**config.mk**
```make
export PLATFORM = sky130hd
export DESIGN_NAME = depth_pixel_range_height_filter_top_flat
export DESIGN_NICKNAME = d
export VERILOG_FILES = /design/src/rtl/dprhf_pkg.sv /design/src/rtl/dprhf_if.sv /design/src/rtl/depth_pixel_range_height_filter_top.sv /design/src/rtl/dprhf_ctrl.sv /design/src/rtl/dprhf_datapath.sv /design/src/flat_wrapper.sv
export SDC_FILE = /design/constraint.sdc
export NUM_CORES = 2
export LEC_CHECK = 0
export ABC_AREA = 0
export ABC_CLOCK_PERIOD_IN_PS = 11370
export BUFFER_PORTS_ARGS = -buffer_cell sky130_fd_sc_hd__buf_2
export CAP_MARGIN = 5
export CORE_ASPECT_RATIO = 0.6
export CORE_MARGIN = 5
export CORE_UTILIZATION = 28
export CTS_CLUSTER_SIZE = 24
export DETAILED_ROUTE_END_ITERATION = 10
export SLEW_MARGIN = 30
export SYNTH_ARGS = -nofsm -noshare
export SYNTH_HDL_FRONTEND = slang
export SYNTH_HIERARCHICAL = 1
export SYNTH_SLANG_ARGS = --single-unit
```
**constraint.sdc**
```tcl
create_clock -name clk -period 11.37 [get_ports clk]
set_input_delay 0.5685 -clock clk [delete_from_list [all_inputs] [get_ports clk]]
set_output_delay 0.5685 -clock clk [all_outputs]
set_load 0.05 [all_outputs]
```
**src/rtl/dprhf_pkg.sv**
```systemverilog
// Shared types and constants for the depth pixel range and height filter.
package dprhf_pkg;

	// Field and register widths
	localparam int DEPTH_W   = 16;
	localparam int FOCAL_W   = 20;
	localparam int CENTER_W  = 16;
	localparam int LIMIT_W   = 16;
	localparam int CFG_IDX_W = 3;
	localparam int CFG_DAT_W = 20;

	// Position as seen by the projection (column or row, up to 4096 lines)
	localparam int POS_W     = 12;
	// Signed offset pos*16 - center, and its magnitude
	localparam int OFF_W     = 17;
	localparam int MAG_W     = 16;
	// Numerator magnitude |off|*z and the quotient that replaces it
	localparam int NUM_W     = 32;
	localparam int DIV_CNT_W = 5;
	// Saturated lateral and vertical offsets
	localparam int XY_W      = 18;
	localparam logic [NUM_W-1:0] XY_POS_LIMIT = NUM_W'(131071);
	localparam logic [NUM_W-1:0] XY_NEG_LIMIT = NUM_W'(131072);
	// Squared distance
	localparam int SQ_W      = 36;

	// Configuration register indexes
	typedef enum logic [CFG_IDX_W-1:0] {
		REG_FOCAL_X  = 3'd0,
		REG_CENTER_X = 3'd1,
		REG_FOCAL_Y  = 3'd2,
		REG_CENTER_Y = 3'd3,
		REG_MIN_DIST = 3'd4,
		REG_MAX_DIST = 3'd5,
		REG_MIN_HGT  = 3'd6,
		REG_MAX_HGT  = 3'd7
	} cfg_reg_t;

	// Controller states
	typedef enum logic [2:0] {
		ST_IDLE,
		ST_MUL_X,
		ST_DIV_X,
		ST_MUL_Y,
		ST_DIV_Y,
		ST_SQUARE,
		ST_COMPARE,
		ST_DONE
	} state_t;

	// Commands from controller to datapath
	typedef struct packed {
		logic load;      // take the request from the input channel
		logic prod_x;    // lateral numerator into divider
		logic prod_y;    // vertical numerator into divider, store X
		logic div_step;  // one quotient bit
		logic square;    // store Y, square X
		logic compare;   // window tests
		logic emit;      // move result into the output register
		logic in_ready;  // input channel may take a request
	} dp_cmd_t;

	// Status from datapath to controller
	typedef struct packed {
		logic in_valid;     // input request pending
		logic in_depth_ok;  // pending request carries a finite depth
		logic div_last;     // final quotient bit this cycle
		logic out_free;     // output register can be loaded
	} dp_status_t;

endpackage

```
**src/rtl/dprhf_if.sv**
```systemverilog
// Stream interfaces for the pixel input and the filtered output.
interface dprhf_in_if;
	logic                           valid;
	logic                           ready;
	logic [dprhf_pkg::DEPTH_W-1:0]  depth_mm;
	logic                           depth_valid;
	logic                           row_end;
	logic                           frame_start;

	modport source (output valid, depth_mm, depth_valid, row_end, frame_start, input ready);
	modport sink   (input valid, depth_mm, depth_valid, row_end, frame_start, output ready);
endinterface

interface dprhf_out_if;
	logic                           valid;
	logic                           ready;
	logic [dprhf_pkg::DEPTH_W-1:0]  depth_out;
	logic                           valid_out;
	logic                           rejected;

	modport source (output valid, depth_out, valid_out, rejected, input ready);
	modport sink   (input valid, depth_out, valid_out, rejected, output ready);
endinterface

```
**src/rtl/depth_pixel_range_height_filter_top.sv**
```systemverilog
// A valid pixel passes both divisions, the squares and the window tests before its result enters the
// output register; an invalid pixel's result goes there directly. One pixel is processed at a time; the shared
// one-bit-per-cycle divider runs 32 steps for X and 32 for Y.
// A finished result waits in the output register while the next pixel is taken.
// Reset (arst_n low, asynchronous): counters at column 0 row 0, output empty,
// configuration registers at their defaults.
module depth_pixel_range_height_filter_top #(
	parameter int MAX_COLS = 4096,
	parameter int MAX_ROWS = 4096
) (
	input  logic                            clk,
	input  logic                            arst_n,
	input  logic                            cfg_we,
	input  logic [dprhf_pkg::CFG_IDX_W-1:0] cfg_index,
	input  logic [dprhf_pkg::CFG_DAT_W-1:0] cfg_data,
	dprhf_in_if.sink                        pixel,
	dprhf_out_if.source                     result
);

	dprhf_pkg::dp_cmd_t    cmd;
	dprhf_pkg::dp_status_t status;

	// Sequencer
	dprhf_ctrl u_ctrl (
		.clk    (clk),
		.arst_n (arst_n),
		.status (status),
		.cmd    (cmd)
	);

	// Arithmetic and storage
	dprhf_datapath #(
		.MAX_COLS (MAX_COLS),
		.MAX_ROWS (MAX_ROWS)
	) u_datapath (
		.clk       (clk),
		.arst_n    (arst_n),
		.cfg_we    (cfg_we),
		.cfg_index (cfg_index),
		.cfg_data  (cfg_data),
		.cmd       (cmd),
		.status    (status),
		.pixel     (pixel),
		.result    (result)
	);

endmodule

```
**src/rtl/dprhf_ctrl.sv**
```systemverilog
// Filter FSM: accept, two divisions, squares, tests, output (invalid depth: output only).
module dprhf_ctrl (
	input  logic                  clk,
	input  logic                  arst_n,
	input  dprhf_pkg::dp_status_t status,
	output dprhf_pkg::dp_cmd_t    cmd
);

	dprhf_pkg::state_t state_q;
	dprhf_pkg::state_t state_next;

	// State register
	always_ff @(posedge clk or negedge arst_n) begin
		if (!arst_n) begin
			state_q <= dprhf_pkg::ST_IDLE;
		end else begin
			state_q <= state_next;
		end
	end

	// Next state
	always_comb begin
		state_next = state_q;
		unique case (state_q)
			dprhf_pkg::ST_IDLE: begin
				if (status.in_valid) begin
					state_next = status.in_depth_ok ? dprhf_pkg::ST_MUL_X : dprhf_pkg::ST_DONE;
				end
			end
			dprhf_pkg::ST_MUL_X: begin
				state_next = dprhf_pkg::ST_DIV_X;
			end
			dprhf_pkg::ST_DIV_X: begin
				if (status.div_last) begin
					state_next = dprhf_pkg::ST_MUL_Y;
				end
			end
			dprhf_pkg::ST_MUL_Y: begin
				state_next = dprhf_pkg::ST_DIV_Y;
			end
			dprhf_pkg::ST_DIV_Y: begin
				if (status.div_last) begin
					state_next = dprhf_pkg::ST_SQUARE;
				end
			end
			dprhf_pkg::ST_SQUARE: begin
				state_next = dprhf_pkg::ST_COMPARE;
			end
			dprhf_pkg::ST_COMPARE: begin
				state_next = dprhf_pkg::ST_DONE;
			end
			dprhf_pkg::ST_DONE: begin
				if (status.out_free) begin
					state_next = dprhf_pkg::ST_IDLE;
				end
			end
			default: begin
				state_next = dprhf_pkg::ST_IDLE;
			end
		endcase
	end

	// Command outputs
	always_comb begin
		cmd = '0;
		unique case (state_q) inside
			dprhf_pkg::ST_IDLE: begin
				cmd.in_ready = 1'b1;
				cmd.load     = status.in_valid;
			end
			dprhf_pkg::ST_MUL_X: begin
				cmd.prod_x = 1'b1;
			end
			dprhf_pkg::ST_DIV_X,
			dprhf_pkg::ST_DIV_Y: begin
				cmd.div_step = 1'b1;
			end
			dprhf_pkg::ST_MUL_Y: begin
				cmd.prod_y = 1'b1;
			end
			dprhf_pkg::ST_SQUARE: begin
				cmd.square = 1'b1;
			end
			dprhf_pkg::ST_COMPARE: begin
				cmd.compare = 1'b1;
			end
			dprhf_pkg::ST_DONE: begin
				cmd.emit = status.out_free;
			end
			default: begin
				cmd = '0;
			end
		endcase
	end

endmodule

```
**src/rtl/dprhf_datapath.sv**
```systemverilog
// Datapath: config registers, raster counters, shared divider, squares, window tests, output register.
module dprhf_datapath #(
	parameter int MAX_COLS = 4096,
	parameter int MAX_ROWS = 4096
) (
	input  logic                              clk,
	input  logic                              arst_n,
	input  logic                              cfg_we,
	input  logic [dprhf_pkg::CFG_IDX_W-1:0]   cfg_index,
	input  logic [dprhf_pkg::CFG_DAT_W-1:0]   cfg_data,
	input  dprhf_pkg::dp_cmd_t                cmd,
	output dprhf_pkg::dp_status_t             status,
	dprhf_in_if.sink                          pixel,
	dprhf_out_if.source                       result
);

	localparam int COL_W = (MAX_COLS > 1) ? $clog2(MAX_COLS) : 1;
	localparam int ROW_W = (MAX_ROWS > 1) ? $clog2(MAX_ROWS) : 1;
	localparam logic [COL_W-1:0] COL_LAST = COL_W'(MAX_COLS - 1);
	localparam logic [ROW_W-1:0] ROW_LAST = ROW_W'(MAX_ROWS - 1);

	// Configuration registers
	logic [dprhf_pkg::FOCAL_W-1:0]  focal_x_q, focal_y_q;
	logic [dprhf_pkg::CENTER_W-1:0] center_x_q, center_y_q;
	logic [dprhf_pkg::LIMIT_W-1:0]  min_dist_q, max_dist_q, min_hgt_q, max_hgt_q;

	// Raster counters and latched request
	logic [COL_W-1:0]               col_q;
	logic [ROW_W-1:0]               row_q;
	logic [COL_W-1:0]               col_cur;
	logic [ROW_W-1:0]               row_cur;
	logic [COL_W-1:0]               pix_col_q;
	logic [ROW_W-1:0]               pix_row_q;
	logic [dprhf_pkg::DEPTH_W-1:0]  depth_q;
	logic                           depth_ok_q;

	// Divider
	logic [dprhf_pkg::NUM_W-1:0]     num_q;
	logic [dprhf_pkg::FOCAL_W-1:0]   rem_q;
	logic [dprhf_pkg::FOCAL_W-1:0]   div_q;
	logic [dprhf_pkg::DIV_CNT_W-1:0] cnt_q;
	logic                            neg_q;
	logic [dprhf_pkg::FOCAL_W:0]     rem_shift;
	logic [dprhf_pkg::FOCAL_W:0]     rem_diff;
	logic                            q_bit;

	// Projection operands
	logic signed [dprhf_pkg::OFF_W-1:0] off_x, off_y, off_sel;
	logic [dprhf_pkg::MAG_W-1:0]        mag_sel;
	logic [dprhf_pkg::FOCAL_W-1:0]      focal_sel;
	logic [dprhf_pkg::XY_W-1:0]         quot_sat;

	// Results of the arithmetic steps
	logic signed [dprhf_pkg::XY_W-1:0]  x_q, y_q;
	logic [dprhf_pkg::SQ_W-1:0]         x2_q;
	logic [2*dprhf_pkg::DEPTH_W-1:0]    z2_q;
	logic [2*dprhf_pkg::LIMIT_W-1:0]    lo_q, hi_q;
	logic                               rej_q;
	logic [dprhf_pkg::SQ_W-1:0]         d2;
	logic signed [dprhf_pkg::XY_W:0]    y_ext, neg_min_hgt, neg_max_hgt;
	logic signed [2*dprhf_pkg::XY_W-1:0] x_sq;

	// Output register
	logic                           out_valid_q;
	logic [dprhf_pkg::DEPTH_W-1:0]  out_depth_q;
	logic                           out_ok_q;
	logic                           out_rej_q;

	// Handshake and status
	assign pixel.ready        = cmd.in_ready;
	assign status.in_valid    = pixel.valid;
	assign status.in_depth_ok = pixel.depth_valid;
	assign status.div_last    = (cnt_q == '1);
	assign status.out_free    = !out_valid_q || result.ready;

	// Configuration writes
	always_ff @(posedge clk or negedge arst_n) begin
		if (!arst_n) begin
			focal_x_q  <= dprhf_pkg::FOCAL_W'(8192);
			center_x_q <= dprhf_pkg::CENTER_W'(5120);
			focal_y_q  <= dprhf_pkg::FOCAL_W'(8192);
			center_y_q <= dprhf_pkg::CENTER_W'(3840);
			min_dist_q <= dprhf_pkg::LIMIT_W'(500);
			max_dist_q <= dprhf_pkg::LIMIT_W'(5000);
			min_hgt_q  <= dprhf_pkg::LIMIT_W'(100);
			max_hgt_q  <= dprhf_pkg::LIMIT_W'(2000);
		end else if (cfg_we) begin
			unique case (dprhf_pkg::cfg_reg_t'(cfg_index))
				dprhf_pkg::REG_FOCAL_X:  focal_x_q  <= cfg_data;
				dprhf_pkg::REG_CENTER_X: center_x_q <= cfg_data[dprhf_pkg::CENTER_W-1:0];
				dprhf_pkg::REG_FOCAL_Y:  focal_y_q  <= cfg_data;
				dprhf_pkg::REG_CENTER_Y: center_y_q <= cfg_data[dprhf_pkg::CENTER_W-1:0];
				dprhf_pkg::REG_MIN_DIST: min_dist_q <= cfg_data[dprhf_pkg::LIMIT_W-1:0];
				dprhf_pkg::REG_MAX_DIST: max_dist_q <= cfg_data[dprhf_pkg::LIMIT_W-1:0];
				dprhf_pkg::REG_MIN_HGT:  min_hgt_q  <= cfg_data[dprhf_pkg::LIMIT_W-1:0];
				dprhf_pkg::REG_MAX_HGT:  max_hgt_q  <= cfg_data[dprhf_pkg::LIMIT_W-1:0];
				default: ;
			endcase
		end
	end

	// Position of the incoming pixel; frame start puts it at the origin
	assign col_cur = pixel.frame_start ? '0 : col_q;
	assign row_cur = pixel.frame_start ? '0 : row_q;

	// Raster counters advance on each accepted request
	always_ff @(posedge clk or negedge arst_n) begin
		if (!arst_n) begin
			col_q <= '0;
			row_q <= '0;
		end else if (cmd.load) begin
			if (pixel.row_end || col_cur == COL_LAST) begin
				col_q <= '0;
				row_q <= (row_cur == ROW_LAST) ? '0 : row_cur + 1'b1;
			end else begin
				col_q <= col_cur + 1'b1;
				row_q <= row_cur;
			end
		end
	end

	// Latch the request
	always_ff @(posedge clk) begin
		if (cmd.load) begin
			pix_col_q  <= col_cur;
			pix_row_q  <= row_cur;
			depth_q    <= pixel.depth_mm;
			depth_ok_q <= pixel.depth_valid;
		end
	end

	// Signed offsets pos*16 - center
	assign off_x = $signed({1'b0, dprhf_pkg::POS_W'(pix_col_q), 4'b0000})
		- $signed({1'b0, center_x_q});
	assign off_y = $signed({1'b0, dprhf_pkg::POS_W'(pix_row_q), 4'b0000})
		- $signed({1'b0, center_y_q});
	assign off_sel   = cmd.prod_y ? off_y : off_x;
	assign mag_sel   = off_sel[dprhf_pkg::OFF_W-1] ? dprhf_pkg::MAG_W'(-off_sel)
		: off_sel[dprhf_pkg::MAG_W-1:0];
	assign focal_sel = cmd.prod_y ? focal_y_q : focal_x_q;

	// Restoring division step
	assign rem_shift = {rem_q, num_q[dprhf_pkg::NUM_W-1]};
	assign rem_diff  = rem_shift - {1'b0, div_q};
	assign q_bit     = !rem_diff[dprhf_pkg::FOCAL_W];

	// Saturate the signed quotient to 18 bits
	always_comb begin
		if (neg_q) begin
			quot_sat = (num_q > dprhf_pkg::XY_NEG_LIMIT) ? dprhf_pkg::XY_W'(-131072)
				: dprhf_pkg::XY_W'(-num_q);
		end else begin
			quot_sat = (num_q > dprhf_pkg::XY_POS_LIMIT) ? dprhf_pkg::XY_W'(131071)
				: num_q[dprhf_pkg::XY_W-1:0];
		end
	end

	// Numerator load and shared divider
	always_ff @(posedge clk) begin
		if (cmd.prod_x || cmd.prod_y) begin
			num_q <= dprhf_pkg::NUM_W'(mag_sel) * dprhf_pkg::NUM_W'(depth_q);
			neg_q <= off_sel[dprhf_pkg::OFF_W-1];
			div_q <= (focal_sel == '0) ? dprhf_pkg::FOCAL_W'(1) : focal_sel;
			rem_q <= '0;
			cnt_q <= '0;
		end else if (cmd.div_step) begin
			num_q <= {num_q[dprhf_pkg::NUM_W-2:0], q_bit};
			rem_q <= q_bit ? rem_diff[dprhf_pkg::FOCAL_W-1:0]
				: rem_shift[dprhf_pkg::FOCAL_W-1:0];
			cnt_q <= cnt_q + 1'b1;
		end
	end

	// Squares of the depth, the distance limits and X, and the stored X and Y quotients
	always_ff @(posedge clk) begin
		if (cmd.prod_x) begin
			z2_q <= dprhf_pkg::NUM_W'(depth_q) * dprhf_pkg::NUM_W'(depth_q);
		end
		if (cmd.prod_y) begin
			x_q  <= quot_sat;
			lo_q <= dprhf_pkg::NUM_W'(min_dist_q) * dprhf_pkg::NUM_W'(min_dist_q);
			hi_q <= dprhf_pkg::NUM_W'(max_dist_q) * dprhf_pkg::NUM_W'(max_dist_q);
		end
		if (cmd.square) begin
			y_q  <= quot_sat;
			x2_q <= x_sq[dprhf_pkg::SQ_W-1:0];
		end
	end

	assign x_sq = dprhf_pkg::SQ_W'(x_q) * dprhf_pkg::SQ_W'(x_q);

	// Window tests
	assign d2          = x2_q + dprhf_pkg::SQ_W'(z2_q);
	assign y_ext       = $signed({y_q[dprhf_pkg::XY_W-1], y_q});
	assign neg_min_hgt = -$signed({3'b000, min_hgt_q});
	assign neg_max_hgt = -$signed({3'b000, max_hgt_q});

	always_ff @(posedge clk) begin
		if (cmd.load) begin
			rej_q <= 1'b0;
		end else if (cmd.compare) begin
			rej_q <= (d2 < dprhf_pkg::SQ_W'(lo_q)) || (d2 > dprhf_pkg::SQ_W'(hi_q))
				|| (y_ext > neg_min_hgt) || (y_ext < neg_max_hgt);
		end
	end

	// Output register
	always_ff @(posedge clk or negedge arst_n) begin
		if (!arst_n) begin
			out_valid_q <= 1'b0;
		end else if (cmd.emit) begin
			out_valid_q <= 1'b1;
		end else if (result.ready) begin
			out_valid_q <= 1'b0;
		end
	end

	always_ff @(posedge clk) begin
		if (cmd.emit) begin
			out_depth_q <= depth_q;
			out_ok_q    <= depth_ok_q && !rej_q;
			out_rej_q   <= rej_q;
		end
	end

	assign result.valid     = out_valid_q;
	assign result.depth_out = out_depth_q;
	assign result.valid_out = out_ok_q;
	assign result.rejected  = out_rej_q;

endmodule

```
**src/flat_wrapper.sv**
```systemverilog
// flat-port wrapper written by rule: the top's interface ports become plain ports
module depth_pixel_range_height_filter_top_flat 
#(
	parameter int MAX_COLS = 4096,
	parameter int MAX_ROWS = 4096
)
  (clk, arst_n, cfg_we, cfg_index, cfg_data, pixel_valid, pixel_depth_mm, pixel_depth_valid, pixel_row_end, pixel_frame_start, pixel_ready, result_valid, result_depth_out, result_valid_out, result_rejected, result_ready);
  dprhf_in_if pixel_i ();
  dprhf_out_if result_i ();
  input  logic clk;
  input  logic arst_n;
  input  logic cfg_we;
  input  logic [dprhf_pkg::CFG_IDX_W-1:0] cfg_index;
  input  logic [dprhf_pkg::CFG_DAT_W-1:0] cfg_data;
  input wire logic [$bits(pixel_i.valid)-1:0] pixel_valid;
  input wire logic [$bits(pixel_i.depth_mm)-1:0] pixel_depth_mm;
  input wire logic [$bits(pixel_i.depth_valid)-1:0] pixel_depth_valid;
  input wire logic [$bits(pixel_i.row_end)-1:0] pixel_row_end;
  input wire logic [$bits(pixel_i.frame_start)-1:0] pixel_frame_start;
  output wire logic [$bits(pixel_i.ready)-1:0] pixel_ready;
  output wire logic [$bits(result_i.valid)-1:0] result_valid;
  output wire logic [$bits(result_i.depth_out)-1:0] result_depth_out;
  output wire logic [$bits(result_i.valid_out)-1:0] result_valid_out;
  output wire logic [$bits(result_i.rejected)-1:0] result_rejected;
  input wire logic [$bits(result_i.ready)-1:0] result_ready;
  assign pixel_i.valid = pixel_valid;
  assign pixel_i.depth_mm = pixel_depth_mm;
  assign pixel_i.depth_valid = pixel_depth_valid;
  assign pixel_i.row_end = pixel_row_end;
  assign pixel_i.frame_start = pixel_frame_start;
  assign pixel_ready = pixel_i.ready;
  assign result_valid = result_i.valid;
  assign result_depth_out = result_i.depth_out;
  assign result_valid_out = result_i.valid_out;
  assign result_rejected = result_i.rejected;
  assign result_i.ready = result_ready;
  depth_pixel_range_height_filter_top #(.MAX_COLS(MAX_COLS), .MAX_ROWS(MAX_ROWS)) u_core (.clk(clk), .arst_n(arst_n), .cfg_we(cfg_we), .cfg_index(cfg_index), .cfg_data(cfg_data), .pixel(pixel_i), .result(result_i));
endmodule
```
# Yosys cells after proc, flatten, opt, wreduce, memory -nomap -nowiden
# Cells that the tools add are included.
[totals]
in_bits = 47
output_inout_bits = 20
word_cells = 129
register_bits = 470
[classes]
eq_ne = 21
mul = 5
reduce_logical = 25
mux = 30
n_lt_le_gt_ge = 6
add_sub_neg = 11
[ops]
columns = ["op", "count"]
rows = [
  ["$mul A16 B16 Y32", 4],
  ["$mux W32", 2],
  ["$mux W12", 5],
  ["$mux W18", 3],
  ["$mux W20", 2],
  ["$neg A16 Y19", 2],
  ["$add A36 B32 Y36", 1],
  ["$gt A36 B32 Y1", 1],
  ["$lt A36 B32 Y1", 1],
  ["$mul A18 B18 Y36", 1],
  ["$sub A16 B16 Y17", 2],
  ["$gt A32 B17 Y1 const B", 1],
  ["$gt A32 B18 Y1 const B", 1],
  ["$add A12 B1 Y12 const B", 2],
  ["$eq A12 B12 Y1 const B", 2],
  ["$eq A3 B3 Y1 const B", 8],
  ["$pmux W3 S8", 1],
  ["$sub A21 B20 Y21", 1],
  ["$logic_not A20 Y1", 1],
  ["$gt A18 B19 Y1", 1],
  ["$lt A18 B19 Y1", 1],
  ["$neg A18 Y18", 1],
  ["$mux W17", 1],
  ["$mux W16", 1],
  ["17 further kinds", 52],
]

# Logic depth before layout (Yosys ltp)
[depth]
word_depth = 7
ltp_mapped = 37
depth_no_buf = 34

# Modules after synthesis
# The synthesis kept the hierarchy.
[modules_own_cells]
columns = ["mod", "n_inst", "cells_each", "seq_area_each_um2", "area_per_inst_um2"]
rows = [
  ["dprhf_datapath", 1, 6645, 12872.3, 64892.2],
  ["dprhf_ctrl", 1, 32, 75.1, 254.0],
]

# Least setup slack after synthesis
# Ideal clock, no wire load.
[synth_timing]
kind = "register to register"
from = "reg u_core.u_ctrl.state_q[0]"
to = "reg u_core/u_datapath/num_q[30] (netlist name) (data pin)"
path_buffers = 6
setup_time_ns = 0.262
period_less_slack_ns = 10.802
slack_ns = 0.568
t_arrival_ns = 10.540
path_stages_with_launch = 32
required_ns = 11.108
path_cell_list = "dfrtp_1 -> clkbuf_1 -> and3_1 -> buf_4 -> clkbuf_1 -> buf_2 -> mux2i_1 -> clkbuf_1 -> ha_1 -> nand2_1 -> o31a_1 -> xor2_1 -> buf_2 -> nand2_1 -> fa_1 -> fa_1 -> inv_1 -> fa_1 -> inv_1 -> fa_1 -> inv_1 -> fa_1 -> fa_1 -> ha_1 -> a21o_1 -> a21o_1 -> a221o_1 -> a21oi_1 -> a21oi_1 -> o41ai_1 -> mux2i_1 -> nand3_1"
[synth_rtl]
columns = ["item", "line", "rtl"]
rows = [
  ["from (decl)", "dprhf_ctrl.sv:9", "dprhf_pkg::state_t state_q;"],
  ["from (signal assigned)", "dprhf_ctrl.sv:15", "state_q <= dprhf_pkg::ST_IDLE;"],
  ["from (signal assigned)", "dprhf_ctrl.sv:17", "state_q <= state_next;"],
  ["to (signal assigned)", "dprhf_datapath.sv:161", "num_q <= dprhf_pkg::NUM_W'(mag_sel) * dprhf_pkg::NUM_W'(depth_q);"],
  ["to (signal assigned)", "dprhf_datapath.sv:167", "num_q <= {num_q[dprhf_pkg::NUM_W-2:0], q_bit};"],
  ["to (decl)", "dprhf_datapath.sv:38", "logic [dprhf_pkg::NUM_W-1:0] num_q;"],
]

==> metrics.md <==
| Metric | Value |
|---|---|
| Worst setup SP type | `register` |
| Largest net degree at the start of global routing | `71` |
| Crit Path Max Fanout | `50` |
| Tcrit/Tclk final | `0.8856` |
| Cell area after synthesis | `65150 um^2` |
| Seq cells post-synth | `466` |
| CTS tree | `done` |
| Share of cells above drive strength 1 | `0.06684` |
| Initial antenna violation count | `23` |
| Arrival time at the worst endpoint | `10.45 ns` |
| Port bufs | `66` |
| Sequential fraction of the synthesis area | `0.1987` |
| Crit-path max cell delay | `0.69 ns` |
| Core ar. | `231900 um^2` |
| Fill cells | `23850` |
| Setup Skew | `0.08884 ns` |
| Global placer's final weighted congestion | `0.8777` |
| Num ports | `67` |
| Total track usage | `0.1430` |
| Num CTS Buffers | `52` |
| Most common cell in the netlist | `inv_1` |
| Crit path max-delay family | `adder cells` |
| Final nets | `8389` |
| Top FF cell, synth | `edfxtp_1` |
| Post-synth top area cell | `fa_1` |
| Min-delay worst type | `in -> reg` |
| Crit path buf inv count | `4` |
| # rows | `137` |
| Max-cap violations | `0` |
| Grt total ovfl | `0` |
| Root buffer cell | `clkbuf_16` |
| Hold Fails Final Rpt | `0` |
| ANT nets after route | `0` |
| Slew @ Worst Pin | `1.046 ns` |
| TritonRoute pass-1 iters | `6` |
| Slew Viols, Final | `0` |
| Clock Tree Buf Depth | `3` |
| Ys Warns | `6` |
| Final setup fails | `0` |
| Multi-input logic area | `46060 um^2` |
| DP Wirelength | `138800 um` |
| Post-synth ARST share | `0.3519` |
| Clock net sink count | `466` |
| Clock Latency Late Sink | `0.67 ns` |
| Post-synth top cells | `1445 x inv_1, 984 x fa_1, 683 x ha_1, 579 x nand2_1, 307 x and2_1` |
| Post-synth top area share | `0.3024` |
| Fmax | `99.31 MHz` |
| Setup TNS | `0 ns` |
| Status | `complete, no violations` |
| Initial Util | `0.2809` |
| Wire per inst | `17.52 um` |
| Syn nets | `8391` |
| Worst Setup End Kind | `register` |
| Worst path slowest cell | `xnor2_2` |
| Detailed-route wire length | `172700 um` |
| Die area | `242700 um^2` |
| Post-CTS setup buffers | `0` |
| Post-synth EDFFs | `276` |
| Synth Instances | `6677` |
| Tmin final | `10.07 ns` |
| Die Wd | `632.7 um` |
| Critical Path RT | `11.75 ns` |
| Largest cells by area after synthesis | `fa_1 30%, ha_1 13%, edfxtp_1 13%` |
| Unrepaired setup endpoints after global routing | `no` |
| Cell variety after synth | `95` |
| Slew headroom | `0.2954` |
| Area growth from synthesis to layout | `9.252%` |
| Drt initial violations | `3748` |
| Die Ht | `383.6 um` |
| First-pass GRT wire length | `275800 um` |
| Avg Inst Size Synth | `9.757 um^2` |
| Vias in the first global route | `47900` |
| Reg clk slew, reported paths | `0.08 ns` |
| Crit-path most repeated cell | `fa_1` |
| Residual DRC | `0` |
| H-tree depth | `2` |
| Reg area | `12950 um^2` |
| Post-DR vias/cell | `4.695` |
| WS Path Type | `reg -> reg` |
| DR vias | `46270` |
timing repair:
item	CTS	global route
hold buffers	1	0
endpoints found under the setup margin	0	0
gates resized for setup	0	0
hold endpoints to repair	23	0
cell families (layout without fill, tap and decap cells):
group                    after synthesis  count (layout)  share of synthesized area
AND/OR/NAND/NOR                     1649            1649                     0.1247
XOR/XNOR                             250             250                    0.03373
other                                  0              10                          0
multiplexers                         183             183                    0.03077
flip-flops                           466             466                     0.1987
buffers and inverters               1644            1685                    0.09570
adder cells (fa/ha/maj)             1667            1667                     0.4336
AO/OA/AOI/OAI                        818             818                    0.08284
flip-flops by register name, indices dropped and copies added, names as in the netlist, 16 cells and up:
name                                count
u_core/u_datapath/min_dist_q           16
u_core/u_datapath/x_q                  18
u_core/u_datapath/y_q                  18
u_core/u_datapath/depth_q              16
u_core/u_datapath/hi_q                 31
u_core/u_datapath/x2_q                 35
u_core/u_datapath/center_x_q           16
u_core/u_datapath/div_q                20
u_core/u_datapath/min_hgt_q            16
u_core/u_datapath/center_y_q           16
u_core/u_datapath/lo_q                 31
u_core/u_datapath/z2_q                 31
u_core/u_datapath/max_hgt_q            16
u_core/u_datapath/result.depth_out     16
u_core/u_datapath/num_q                32
u_core/u_datapath/max_dist_q           16
u_core/u_datapath/focal_x_q            20
u_core/u_datapath/focal_y_q            20
u_core/u_datapath/rem_q                20
final timing paths:
| path | to | depth (start not counted) | from | slack [ns] |
|---|---|---|---|---|
| min in group asynchronous | u_core/u_datapath/row_q[4] | 2 | arst_n | 0.34 |
| min | u_core/u_datapath/depth_q[11] | 1 | pixel_depth_mm[11] | 0.15 |
| min reg2reg | u_core/u_datapath/row_q[0] | 2 | u_core/u_datapath/row_q[0] | 0.47 |
| max | u_core/u_datapath/num_q[31] | 30 | u_core/u_ctrl/state_q[2] | 1.30 |
| max in group asynchronous | u_core/u_datapath/max_dist_q[6] | 3 | arst_n | 9.99 |
| max reg2reg | u_core/u_datapath/num_q[31] | 30 | u_core/u_ctrl/state_q[2] | 1.30 |
cells in the final DEF (no fill, tap or decap), drive strengths merged, types with 17 or more instances in the layout:
master and instances:
nor3 80, clkinv 20, ha 683, a31oi 29, nand3 70, nor2 279, o31ai 25, nor2b 72
fa 984, and3 35, or2 18, nand2b 57, o21a 48, dfstp 28, nor4 35, clkbuf 62
o21bai 25, xnor2 170, mux2i 45, o211ai 17, o21ai 195, xor2 80, dfxtp 26, edfxtp 276
or3 22, buf 137, a21o 93, mux2 138, inv 1456, a21oi 202, nand4 36, and2 307
nand2 579, dfrtp 136, a211oi 35
cell type report:
type | instances | share of cell area
Tap cell | 3127 | 0.05497
Sequential cell | 466 | 0.1819
Antenna cell | 10 | 0.0003516
Inverter | 1450 | 0.07647
Clock inverter | 35 | 0.005801
Clock buffer | 62 | 0.02039
Multi-Input combinational cell | 4567 | 0.6471
Timing Repair Buffer | 138 | 0.01301
through the flow:
stage | utilization | cell area (um^2) | instances | setup WS (ns) | hold WS [ns]
2_1_floorplan | - | 65150 | 6677 | 0.5676 | 0.2729
3_3_place_gp | 0.2983 | 69180 | 9742 | 1.628 | 0.4523
3_5_place_dp | 0.2984 | 69200 | 9744 | 1.389 | 0.4566
4_1_cts | 0.3065 | 71070 | 9842 | 1.359 | 0.1007
5_1_grt | 0.3068 | 71160 | 9848 | 0.6343 | 0.1107
6_report | 0.3069 | 71170 | 9855 | 1.301 | 0.1490
per-layer routing:
metal	wire length, um	global-route usage
met5	0	0
met4	2743	0.02313
met3	14330	0.02975
met2	68760	0.1995
met1	86830	0.2264
Power is left out: the tool's default activity adds up to more than one toggle a clock period on the data nets, which glitch-free logic cannot reach.
